File: config.mk
export PLATFORM = sky130hd
export DESIGN_NAME = bounded_priority_queue_replace_worst
export DESIGN_NICKNAME = d
export VERILOG_FILES = /design/src/hw/rtl/bpq_pkg.sv /design/src/hw/rtl/bpq_cell.sv /design/src/hw/rtl/bounded_priority_queue_replace_worst.sv
export VERILOG_INCLUDE_DIRS = /design/src /design/src/hw/rtl
export SDC_FILE = /design/constraint.sdc
export NUM_CORES = 1
export LEC_CHECK = 0
export BUFFER_PORTS_ARGS = -buffer_cell sky130_fd_sc_hd__buf_4
export CORE_MARGIN = 1
export CORE_UTILIZATION = 65
export DETAILED_ROUTE_END_ITERATION = 10
export GPL_TIMING_DRIVEN = 0
export PLACE_DENSITY_LB_ADDON = 0.15
export SYNTH_ARGS = -nofsm -noshare
export SYNTH_HDL_FRONTEND = slang
export SYNTH_SLANG_ARGS = --single-unit
export TNS_END_PERCENT = 30
File: constraint.sdc
create_clock -name clk -period 8.95 [get_ports clk]
set_input_delay 1.79 -clock clk [delete_from_list [all_inputs] [get_ports clk]]
set_output_delay 1.79 -clock clk [all_outputs]
set_load 0.01 [all_outputs]
File: src/hw/rtl/assert_macros.svh
// ---------------------------------------------------------------------------
// Assertion macros used by the queue RTL
// Clocked on clk, disabled while rst_n is low.
// ---------------------------------------------------------------------------
`ifndef ASSERT_MACROS_SVH
`define ASSERT_MACROS_SVH

// Check a property at every rising clock edge
`define ASSERT_CLK(lbl, prop, msg) \
    lbl: assert property (@(posedge clk) disable iff (!rst_n) (prop)) else $error(msg);

// Check that a condition implies a consequence in the same cycle
`define ASSERT_IMPL(lbl, ante, cons, msg) \
    lbl: assert property (@(posedge clk) disable iff (!rst_n) (ante) |-> (cons)) else $error(msg);

// Check that a condition implies a consequence in the next cycle
`define ASSERT_NEXT(lbl, ante, cons, msg) \
    lbl: assert property (@(posedge clk) disable iff (!rst_n) (ante) |=> (cons)) else $error(msg);

`endif

File: src/hw/rtl/bpq_pkg.sv
// ---------------------------------------------------------------------------
// bpq_pkg
// Types, codes and the urgency compare of the bounded priority queue.
// ---------------------------------------------------------------------------
`timescale 1ns / 1ps

package bpq_pkg;

    localparam int FUEL_W   = 8;
    localparam int LOAD_W   = 10;
    localparam int TAG_W    = 8;
    localparam int STATUS_W = 3;
    localparam int OCC_W    = 4;

    // Operation codes on the input tuser
    localparam logic OP_INSERT = 1'b0;
    localparam logic OP_REMOVE = 1'b1;

    // Result status codes
    localparam logic [STATUS_W-1:0] ST_INSERTED = 3'd0;
    localparam logic [STATUS_W-1:0] ST_EVICTED  = 3'd1;
    localparam logic [STATUS_W-1:0] ST_REJECTED = 3'd2;
    localparam logic [STATUS_W-1:0] ST_REMOVED  = 3'd3;
    localparam logic [STATUS_W-1:0] ST_EMPTY    = 3'd4;

    typedef struct packed {
        logic [TAG_W-1:0]  tag;
        logic [LOAD_W-1:0] load;
        logic [FUEL_W-1:0] fuel;
    } entry_t;

    // What every cell does in the current cycle
    typedef enum logic [1:0] {
        CELL_HOLD,
        CELL_INSERT,
        CELL_REMOVE
    } cell_op_t;

    // Broadcast from the controller to all cells
    typedef struct packed {
        cell_op_t op;
        logic     full;
        entry_t   item;
        entry_t   last;
    } cell_ctrl_t;

    // True when a is strictly more urgent than b
    function automatic logic more_urgent(entry_t a, entry_t b);
        return (a.fuel < b.fuel) || ((a.fuel == b.fuel) && (a.load > b.load));
    endfunction

endpackage

File: src/hw/rtl/bpq_cell.sv
// ---------------------------------------------------------------------------
// bpq_cell
// One slot of the sorted queue: holds an entry, takes it from a neighbor
// or from the broadcast item as the controller directs.
// ---------------------------------------------------------------------------
`timescale 1ns / 1ps

module bpq_cell (
    input  logic                clk,
    input  bpq_pkg::cell_ctrl_t ctrl,
    input  logic                occupied,
    input  bpq_pkg::entry_t     left_entry,
    input  logic                left_go,
    input  logic                left_tail,
    input  bpq_pkg::entry_t     right_entry,
    output bpq_pkg::entry_t     entry,
    output logic                go,
    output logic                tail
);

    bpq_pkg::entry_t entry_reg;
    bpq_pkg::entry_t entry_next;

    // Flag slots the new item goes in front of, and the run of least urgent keys
    assign go   = !occupied || bpq_pkg::more_urgent(ctrl.item, entry_reg);
    assign tail = occupied && (entry_reg.fuel == ctrl.last.fuel)
                           && (entry_reg.load == ctrl.last.load);

    // Choose the next content of the slot
    always_comb
    begin
        entry_next = entry_reg;
        unique case (ctrl.op)
            bpq_pkg::CELL_INSERT:
            begin
                if (go && !(ctrl.full && left_tail))
                begin
                    entry_next = left_go ? left_entry : ctrl.item;
                end
            end
            bpq_pkg::CELL_REMOVE:
            begin
                entry_next = right_entry;
            end
            default:
            begin
                entry_next = entry_reg;
            end
        endcase
    end

    // Hold the entry
    always_ff @(posedge clk)
    begin
        entry_reg <= entry_next;
    end

    assign entry = entry_reg;

endmodule

File: src/hw/rtl/bounded_priority_queue_replace_worst.sv
// ---------------------------------------------------------------------------
// bounded_priority_queue_replace_worst
// Sorted priority queue of DEPTH slots built as a row of cells; a full queue
// replaces its least urgent entry when a more urgent item arrives.
// ---------------------------------------------------------------------------
//  channel   direction  tdata (low bit up)                          tuser
//  s_axis    in         fuel_key, load_key, item_tag, pad to 32     operation
//  m_axis    out        head_fuel, head_load, head_tag, occupancy,  status
//                       pad to 32
//
//  One transaction is taken per cycle unless m_axis stalls: every cell
//  compares against the broadcast item and shifts in the same cycle, so
//  an insert or remove finishes at the edge that accepts it.
//  The result sits in one output register; s_axis_tready is high while that
//  register is empty or being drained, so a stall on m_axis holds the input.
//  Reset clears the held count and the output valid; slot contents need none.
// ---------------------------------------------------------------------------
`timescale 1ns / 1ps
`include "assert_macros.svh"

module bounded_priority_queue_replace_worst #(
    parameter int DEPTH = 8
) (
    input  logic        clk,
    input  logic        rst_n,
    input  logic        s_axis_tvalid,
    output logic        s_axis_tready,
    input  logic [31:0] s_axis_tdata,   // fuel_key[7:0], load_key[17:8], item_tag[25:18]
    input  logic        s_axis_tuser,   // operation[0]
    output logic        m_axis_tvalid,
    input  logic        m_axis_tready,
    output logic [31:0] m_axis_tdata,   // head_fuel[7:0], head_load[17:8],
                                        // head_tag[25:18], occupancy[29:26]
    output logic [2:0]  m_axis_tuser    // status[2:0]
);

    localparam int CW = $clog2(DEPTH + 1);
    localparam int OW = (CW > bpq_pkg::OCC_W) ? CW : bpq_pkg::OCC_W;

    logic [CW-1:0]             count_reg;
    logic [CW-1:0]             count_next;
    logic                      m_valid_reg;
    logic [bpq_pkg::STATUS_W-1:0] status_reg;
    logic [bpq_pkg::STATUS_W-1:0] status_next;
    bpq_pkg::entry_t           head_reg;
    bpq_pkg::entry_t           head_next;
    logic [bpq_pkg::OCC_W-1:0] occ_reg;
    logic [OW-1:0]             count_ext;

    logic                      s_fire;
    logic                      op;
    logic                      full;
    bpq_pkg::entry_t           item;
    bpq_pkg::cell_ctrl_t       ctrl;

    bpq_pkg::entry_t           entry_w [DEPTH];
    logic                      go_w    [DEPTH];
    logic                      tail_w  [DEPTH];

    // Unpack the input transaction
    assign op        = s_axis_tuser;
    assign item.fuel = s_axis_tdata[7:0];
    assign item.load = s_axis_tdata[17:8];
    assign item.tag  = s_axis_tdata[25:18];

    assign s_axis_tready = !m_valid_reg || m_axis_tready;
    assign s_fire        = s_axis_tvalid && s_axis_tready;
    assign full          = (count_reg == CW'(DEPTH));

    // Decide the cell operation, status and new count
    always_comb
    begin
        ctrl.op     = bpq_pkg::CELL_HOLD;
        ctrl.full   = full;
        ctrl.item   = item;
        ctrl.last   = entry_w[DEPTH-1];
        count_next  = count_reg;
        status_next = bpq_pkg::ST_REJECTED;
        head_next   = '0;
        if (op == bpq_pkg::OP_REMOVE)
        begin
            if (count_reg == '0)
            begin
                status_next = bpq_pkg::ST_EMPTY;
            end
            else
            begin
                ctrl.op     = bpq_pkg::CELL_REMOVE;
                status_next = bpq_pkg::ST_REMOVED;
                head_next   = entry_w[0];
                count_next  = count_reg - CW'(1);
            end
        end
        else if (!full)
        begin
            ctrl.op     = bpq_pkg::CELL_INSERT;
            status_next = bpq_pkg::ST_INSERTED;
            count_next  = count_reg + CW'(1);
        end
        else if (bpq_pkg::more_urgent(item, entry_w[DEPTH-1]))
        begin
            ctrl.op     = bpq_pkg::CELL_INSERT;
            status_next = bpq_pkg::ST_EVICTED;
        end
        if (!s_fire)
        begin
            ctrl.op    = bpq_pkg::CELL_HOLD;
            count_next = count_reg;
        end
    end

    // Row of cells
    for (genvar i = 0; i < DEPTH; i++)
    begin : g_cell
        bpq_pkg::entry_t left_entry;
        bpq_pkg::entry_t right_entry;
        logic            left_go;
        logic            left_tail;

        if (i == 0)
        begin : g_first
            assign left_entry = item;
            assign left_go    = 1'b0;
            assign left_tail  = 1'b0;
        end
        else
        begin : g_inner
            assign left_entry = entry_w[i-1];
            assign left_go    = go_w[i-1];
            assign left_tail  = tail_w[i-1];
        end

        if (i == DEPTH - 1)
        begin : g_last
            assign right_entry = entry_w[i];
        end
        else
        begin : g_mid
            assign right_entry = entry_w[i+1];
        end

        bpq_cell u_cell (
            .clk         (clk),
            .ctrl        (ctrl),
            .occupied    (CW'(i) < count_reg),
            .left_entry  (left_entry),
            .left_go     (left_go),
            .left_tail   (left_tail),
            .right_entry (right_entry),
            .entry       (entry_w[i]),
            .go          (go_w[i]),
            .tail        (tail_w[i])
        );
    end

    // Hold count and output valid
    always_ff @(posedge clk or negedge rst_n)
    begin
        if (!rst_n)
        begin
            count_reg   <= '0;
            m_valid_reg <= 1'b0;
        end
        else
        begin
            count_reg <= count_next;
            if (s_fire)
            begin
                m_valid_reg <= 1'b1;
            end
            else if (m_axis_tready)
            begin
                m_valid_reg <= 1'b0;
            end
        end
    end

    assign count_ext = OW'(count_next);

    // Capture the result payload
    always_ff @(posedge clk)
    begin
        if (s_fire)
        begin
            status_reg <= status_next;
            head_reg   <= head_next;
            occ_reg    <= count_ext[bpq_pkg::OCC_W-1:0];
        end
    end

    assign m_axis_tvalid = m_valid_reg;
    assign m_axis_tuser  = status_reg;
    assign m_axis_tdata  = {2'b00, occ_reg, head_reg.tag, head_reg.load, head_reg.fuel};

    `ASSERT_CLK(a_count_bound, count_reg <= CW'(DEPTH), "held count above depth")
    `ASSERT_IMPL(a_ready_when_free, !m_valid_reg, s_axis_tready, "input stalled with empty output")
    `ASSERT_NEXT(a_remove_count, s_fire && (op == bpq_pkg::OP_REMOVE) && (count_reg != '0),
        count_reg == $past(count_reg) - CW'(1), "remove did not drop one entry")
    `ASSERT_NEXT(a_evict_full, s_fire && full && (op == bpq_pkg::OP_INSERT),
        count_reg == CW'(DEPTH), "insert into full queue changed count")
    `ASSERT_IMPL(a_empty_zero, m_valid_reg && (status_reg == bpq_pkg::ST_EMPTY),
        (occ_reg == '0) && (head_reg == '0), "empty result carries data")

endmodule
# Word-level counts from Yosys, hierarchy flattened
# Cells that the tools add are included.
[totals] ff_bits=246 latchBits=0 ramBits=0 rom_bits=0 input_bits=37 n_memories=0
[op_classes] add_sub_neg=2 mul=0 n_div=0 magnitude_cmp=24 n_eq_ne=32 n_shift=0 n_mux=36 bitwise=1 n_reduce_logical=82
[ops] operator="two-way mux 26 bit" count=14
[ops] operator="one-hot mux 26 bit (2 select lines)" count=7
[ops] operator="== test 8 bit" count=15
[ops] operator="greater-than comparator 10 bit" count=8
[ops] operator="== test 10 bit" count=7
[ops] operator="less-than comparator 8 bit" count=8
[ops] operator="logical AND 1 bit" count=37
[ops] operator="logical OR 1 bit" count=17
[ops] operator="zero test 1 bit" count=16
[ops] operator="less-than comparator 3 x 4 -> 1 bit, first input constant" count=4
[ops] operator="two-way mux 4 bit" count=4
[ops] operator="AND reduction 2 bit" count=8
[ops] operator="!= test 2 x 1 -> 1 bit, second input constant" count=7
[ops] operator="two-way mux 2 bit" count=5
[ops] operator="less-than comparator 1 x 4 -> 1 bit, first input constant" count=2
[ops] operator="less-than comparator 2 x 4 -> 1 bit, first input constant" count=2
[ops] operator="two-way mux 3 bit" count=2
[ops] operator="adder 4 x 1 -> 4 bit, second input constant" count=1
[ops] operator="== test 4 bit, second input constant" count=1
[ops] operator="zero test 4 bit" count=1
[ops] operator="two-way mux 1 bit" count=4
[ops] operator="nonzero test 2 bit" count=2
[ops] operator="subtractor 4 x 1 -> 4 bit, second input constant" count=1
[ops] operator="== test 2 x 1 -> 1 bit, second input constant" count=1
[ops] operator="other kinds (3)" count=3

# Longest topological paths before layout
[logic_depth] ltp_word=10 mapped_depth=10

# By module
# Synthesis repeated with hierarchy kept, for this count alone.
[hier_totals] cells_unflattened=1822 hier_area_um2=18295.0
[by_module_without_submodules] mod="bpq_cell (g_cell[0].u_cell ...)" n_inst=6 cells_each=204 area_each_um2=2023.2
[by_module_without_submodules] mod="bpq_cell (g_cell[6].u_cell ...)" n_inst=2 cells_each=204 area_each_um2=2004.4
[by_module_without_submodules] mod="bounded_priority_queue_replace_worst" n_inst=1 cells_each=190 area_each_um2=2147.1

# Least setup slack after synthesis
# Ideal clock, no wire load.
[synth_path] path_kind="input to register" from="input s_axis_tdata[0]" to="register g_cell[1].u_cell.entry_reg, in the netlist g_cell[1].u_cell.entry[0] (enable)" setup_ns=0.445 arrival_ns=5.171 required_time_ns=8.505 slack_ns=3.334 stages=8 n_path_buf=1 path_cell_list="inv_1 ha_1 nand4_1 a311o_1 o211ai_1 buf_2 o31ai_1 o21ai_0"
[synth_via] elab_chain_len=10 elab_cells_between_ends=19 classes_between="order compare: 2; eq/ne: 5; mux: 4; reduce/logical: 8"
[synth_rtl] element="start: declaration" line="bounded_priority_queue_replace_worst.sv:28" source="input logic [31:0] s_axis_tdata,"
[synth_rtl] element="parallel branches: the longest is 9 deep, another holds less-than comparator 8 bit"
[synth_rtl] element="AND reduction 2 bit (no source line) *"
[synth_rtl] element="end signal: assignment" line="bpq_cell.sv:55" source="entry_reg <= entry_next;"
[synth_rtl] element="end: declaration" line="bpq_cell.sv:21" source="bpq_pkg::entry_t entry_reg;"
# Every way passes the cells marked *.
# A chain may end at the register's enable or synchronous reset.

# Worst setup path after layout
[layout_path] from="input s_axis_tdata[8]" to="register g_cell[6].u_cell.entry_reg, in the netlist g_cell[6].u_cell.entry[0] (enable)"
[layout_via] elab_chain_len=10 elab_cells_between_ends=17 classes_between="order compare: 2; eq/ne: 3; mux: 4; reduce/logical: 8"
[layout_rtl] element="greater-than comparator 10 bit" line="bpq_pkg.sv:49" source="return (a.fuel < b.fuel) || ((a.fuel == b.fuel) && (a.load > b.load));"
[layout_rtl] element="logical AND 1 bit" line="bpq_pkg.sv:49"
[layout_rtl] element="logical OR 1 bit" line="bpq_pkg.sv:49"
[layout_rtl] element="two-way mux 1 bit" line="bounded_priority_queue_replace_worst.sv:100" source="else if (bpq_pkg::more_urgent(item, entry_w[DEPTH-1]))"
[layout_rtl] element="two-way mux 1 bit" line="bounded_priority_queue_replace_worst.sv:94" source="else if (!full)"
[layout_rtl] element="two-way mux 2 bit" line="bounded_priority_queue_replace_worst.sv:80" source="if (op == bpq_pkg::OP_REMOVE)"
[layout_rtl] element="two-way mux 2 bit" line="bounded_priority_queue_replace_worst.sv:105" source="if (!s_fire)"
[layout_rtl] element="== test 2 x 1 -> 1 bit or == test 2 bit (tied branches)"
[layout_rtl] element="!= test 2 x 1 -> 1 bit (no source line) or nonzero test 2 bit (tied branches)"
[layout_rtl] element="AND reduction 2 bit (no source line) *"
[layout_rtl] element="end signal: assignment" line="bpq_cell.sv:55"
[layout_rtl] element="end: declaration" line="bpq_cell.sv:21"
# Every way passes the cells marked *; elsewhere a longest branch is shown, timed or not.

==> results.ini <==
[setup_path]
crit_family=compound AO/OA/AOI/OAI gates
setup_crit_end_kind=flop
arrival_ps=5700
start_kind=input port
setup_crit_start=s_axis_tdata[8]
crit_path_required_time_ps=9210
cp_num_buf_inv=3
rr_startpoint=g_cell[7].u_cell.entry[12]$_DFFE_PP_
critical_path_s_slowest_cell=o31ai_4
crit_chain=buf_4 -> inv_1 -> ha_1 -> a311o_1 -> o22ai_1 -> o21ai_1 -> o31ai_4 -> buf_16
cp_max_fo=15
criticalPathCategory=in -> reg
crit_path_max_incr_delay_ps=930

[clock_network]
cts_htree_levels=1
cts_hold_repair.buffers=0
maximum_buffer_depth_of_the_clock_tree=3
clk_pin_slew_ps=60
cts_inserted_buffers=29
clock_network_latency_to_the_later_pin_of_the_worst_skew_pair_ps=560
cts_sinks=246
postCtsSetupBuffers=0
tritoncts_clock_tree=yes
clock-root-buffer=clkbuf_16
ctsResizeCount=0

[timing]
max_freq_mhz=184
minimum_period_implied_by_the_final_worst_setup_slack_ps=5440
timing.final.max_slew_violations=0
worst_pin_slew_ps=1450
fin_skew_ps=16.2
timing.final.ws_setup_ps=3510
fin_tns_setup_ps=0
grt_setup_unrepaired=false
hold_viol_final=0
worst_slew_margin_rel_pct=2.50
finalSetupViolations=0
finalCritPeriodShare_pct=60.8

[floorplanning]
core_box_area_um2=25400
die_area_um2=26800
die_x_um=164
rows=58
floorplan.initialDensity_pct=66.8
number_of_primary_i_o_pins=74
fp.dieH_um=164

[global_route]
global_route.overflow_total=0
wire_length_of_the_first_global_routing_pass_mm=83.6
antenna_violations_before_repair=0
first_global_vias=14500
pin_count_of_the_biggest_net_entering_global_routing=38
gr-usage-all-layers_pct=42.1

[layout]
finalNetCount=1968
fill_cells=1823
mostFrequentLayoutCell=edfxtp_1
largest_reg_flops=208
area_delta_synth_final_pct=12.2
most-common-layout-cells=241 x edfxtp_1, 147 x ha_1, 145 x inv_1
non_filler_instance_count_after_layout=2135
final_layout_size_suffix_gt1_share_pct=10.4
antennaDiodeCount=0

[routing]
drt_drc_violations_left=0
route.vias.total=14800
first_drt_iteration_drcs=2136
drt-total-wl_mm=56.5
first_pass_iters=6
routed_via_density=6.95
post_detailed_route_wirelength_per_cell_um=26.4
drt.antenna.violating_nets=0

[yosys]
synth-main-ff-cell=edfxtp_1
synthesis.area_per_instance_um2=10.1
synth_cells=1678
seq_area_frac_synth_pct=43.4
ys_ff_latch=246
syn-cell-area_um2=17000
synthesis.yosys.warnings=0
synth_cell_types=62
asyncSetResetFlopFracSynth_pct=2.03
synth-edff-count=241

[placement]
hpwlAfterDp_mm=43.5
place.detailed.instances=2082
pre_cts_ws_ps=3180
gp_routability_congestion=1.01
port_buffers=65

[pwr]
ir_drop_mv=0.195
post-layout-total-power_mw=5.07
leakage_power_nw=7.52
cell_area_power_density_nw_per_um2=266

[run_status]
status=finished, final reports clean

[min_path]
min_from=g_cell[6].u_cell.entry[22]$_DFFE_PP_
hp-class=reg -> reg

[flow_run]
maxCapViolations=0

==> per-layer routing <==
metal  global-route usage, %  part of all wire, %
met1                    56.5                   39
met2                    67.3                   45
met3                    8.33                   12
met4                    16.2                  4.6
met5                       0                    0
==> cells by family after synthesis <==
| group | share of synthesized area (%) |
|---|---|
| xor+xnor | 6.55 |
| flops | 43.4 |
| compound gates | 19.4 |
| mux | 3.49 |
| fa+ha+maj | 10.8 |
| buf+inv | 6.31 |
| other cells | 0.0221 |
| simple gates | 10.0 |
==> path summary, 6_finish.rpt <==
kind | to | slack, ps | cells after the start
setup reg to reg | g_cell[6].u_cell.entry[0]$_DFFE_PP_ | 4170 | 10
min in group asynchronous | count_reg[3]$_DFF_PN0_ | 1030 | 1
hold reg to reg | g_cell[7].u_cell.entry[22]$_DFFE_PP_ | 570 | 1
setup / recovery | g_cell[6].u_cell.entry[0]$_DFFE_PP_ | 3510 | 8
hold / removal | g_cell[7].u_cell.entry[22]$_DFFE_PP_ | 570 | 1
max in group asynchronous | m_axis_tvalid$_DFFE_PN0P_ | 7810 | 1
==> cell type report <==
| class | count | area (um2) | share of cell area, % |
|---|---|---|---|
| Buffer | 119 | 523 | 2.74 |
| Clock buffer | 33 | 741 | 3.89 |
| Clock inverter | 19 | 186 | 0.978 |
| Inverter | 146 | 548 | 2.88 |
| Multi-Input combinational cell | 1168 | 8600 | 45.1 |
| Sequential cell | 246 | 7360 | 38.6 |
| Tap cell | 330 | 413 | 2.17 |
| Timing Repair Buffer | 74 | 686 | 3.60 |
==> per-stage QoR <==
| step | hold slack [ps] | utilization (%) | cell area [um2] |
|---|---|---|---|
| 3_5_place_dp | 554 | 71.3 | 18100 |
| 5_1_grt | 587 | 75.0 | 19100 |
| 4_1_cts | 569 | 74.9 | 19000 |
| 3_3_place_gp | 518 | 70.4 | 17900 |
| 2_1_floorplan | 509 | - | 17000 |
| 6_report | 573 | 75.0 | 19100 |
==> report_power, final <==
part	total [mW]	switching [mW]	internal, mW
sequential	1.86	0.208	1.66
clock	1.18	0.496	0.680
combinational	2.03	1.29	0.744
==> synthesized netlist by cell type, types with 3 or more instances <==
cell	n	share of area [%]
buf_2	17	0.50
edfxtp_1	241	43
nor2_1	99	2.2
o31ai_1	4	0.18
nor4_1	18	0.66
a211oi_1	10	0.44
a41oi_1	72	3.7
buf_4	4	0.18
a31oi_1	4	0.15
mux2_1	16	1.1
mux2i_1	30	1.8
nor3_1	19	0.56
a21oi_1	92	2.7
inv_1	146	3.2
a22oi_1	48	2.1
o21ai_1	12	0.35
nand2b_1	7	0.26
o21ai_0	114	3.4
mux2_2	10	0.66
xor2_1	94	4.8
buf_1	11	0.24
xnor2_1	33	1.7
dfrtp_1	5	0.74
nand4_1	41	1.5
o211ai_1	24	1.1
and3_1	11	0.41
a311o_1	3	0.18
nand2_1	84	1.9
a21oi_2	19	0.98
clkbuf_1	84	1.9
nand3_1	66	1.9
o31a_1	6	0.31
a311oi_1	4	0.21
o221ai_1	32	1.7
a21o_1	9	0.40
nor2b_1	9	0.33
ha_1	147	11
Note: power is estimated with default switching activity, not from simulation.
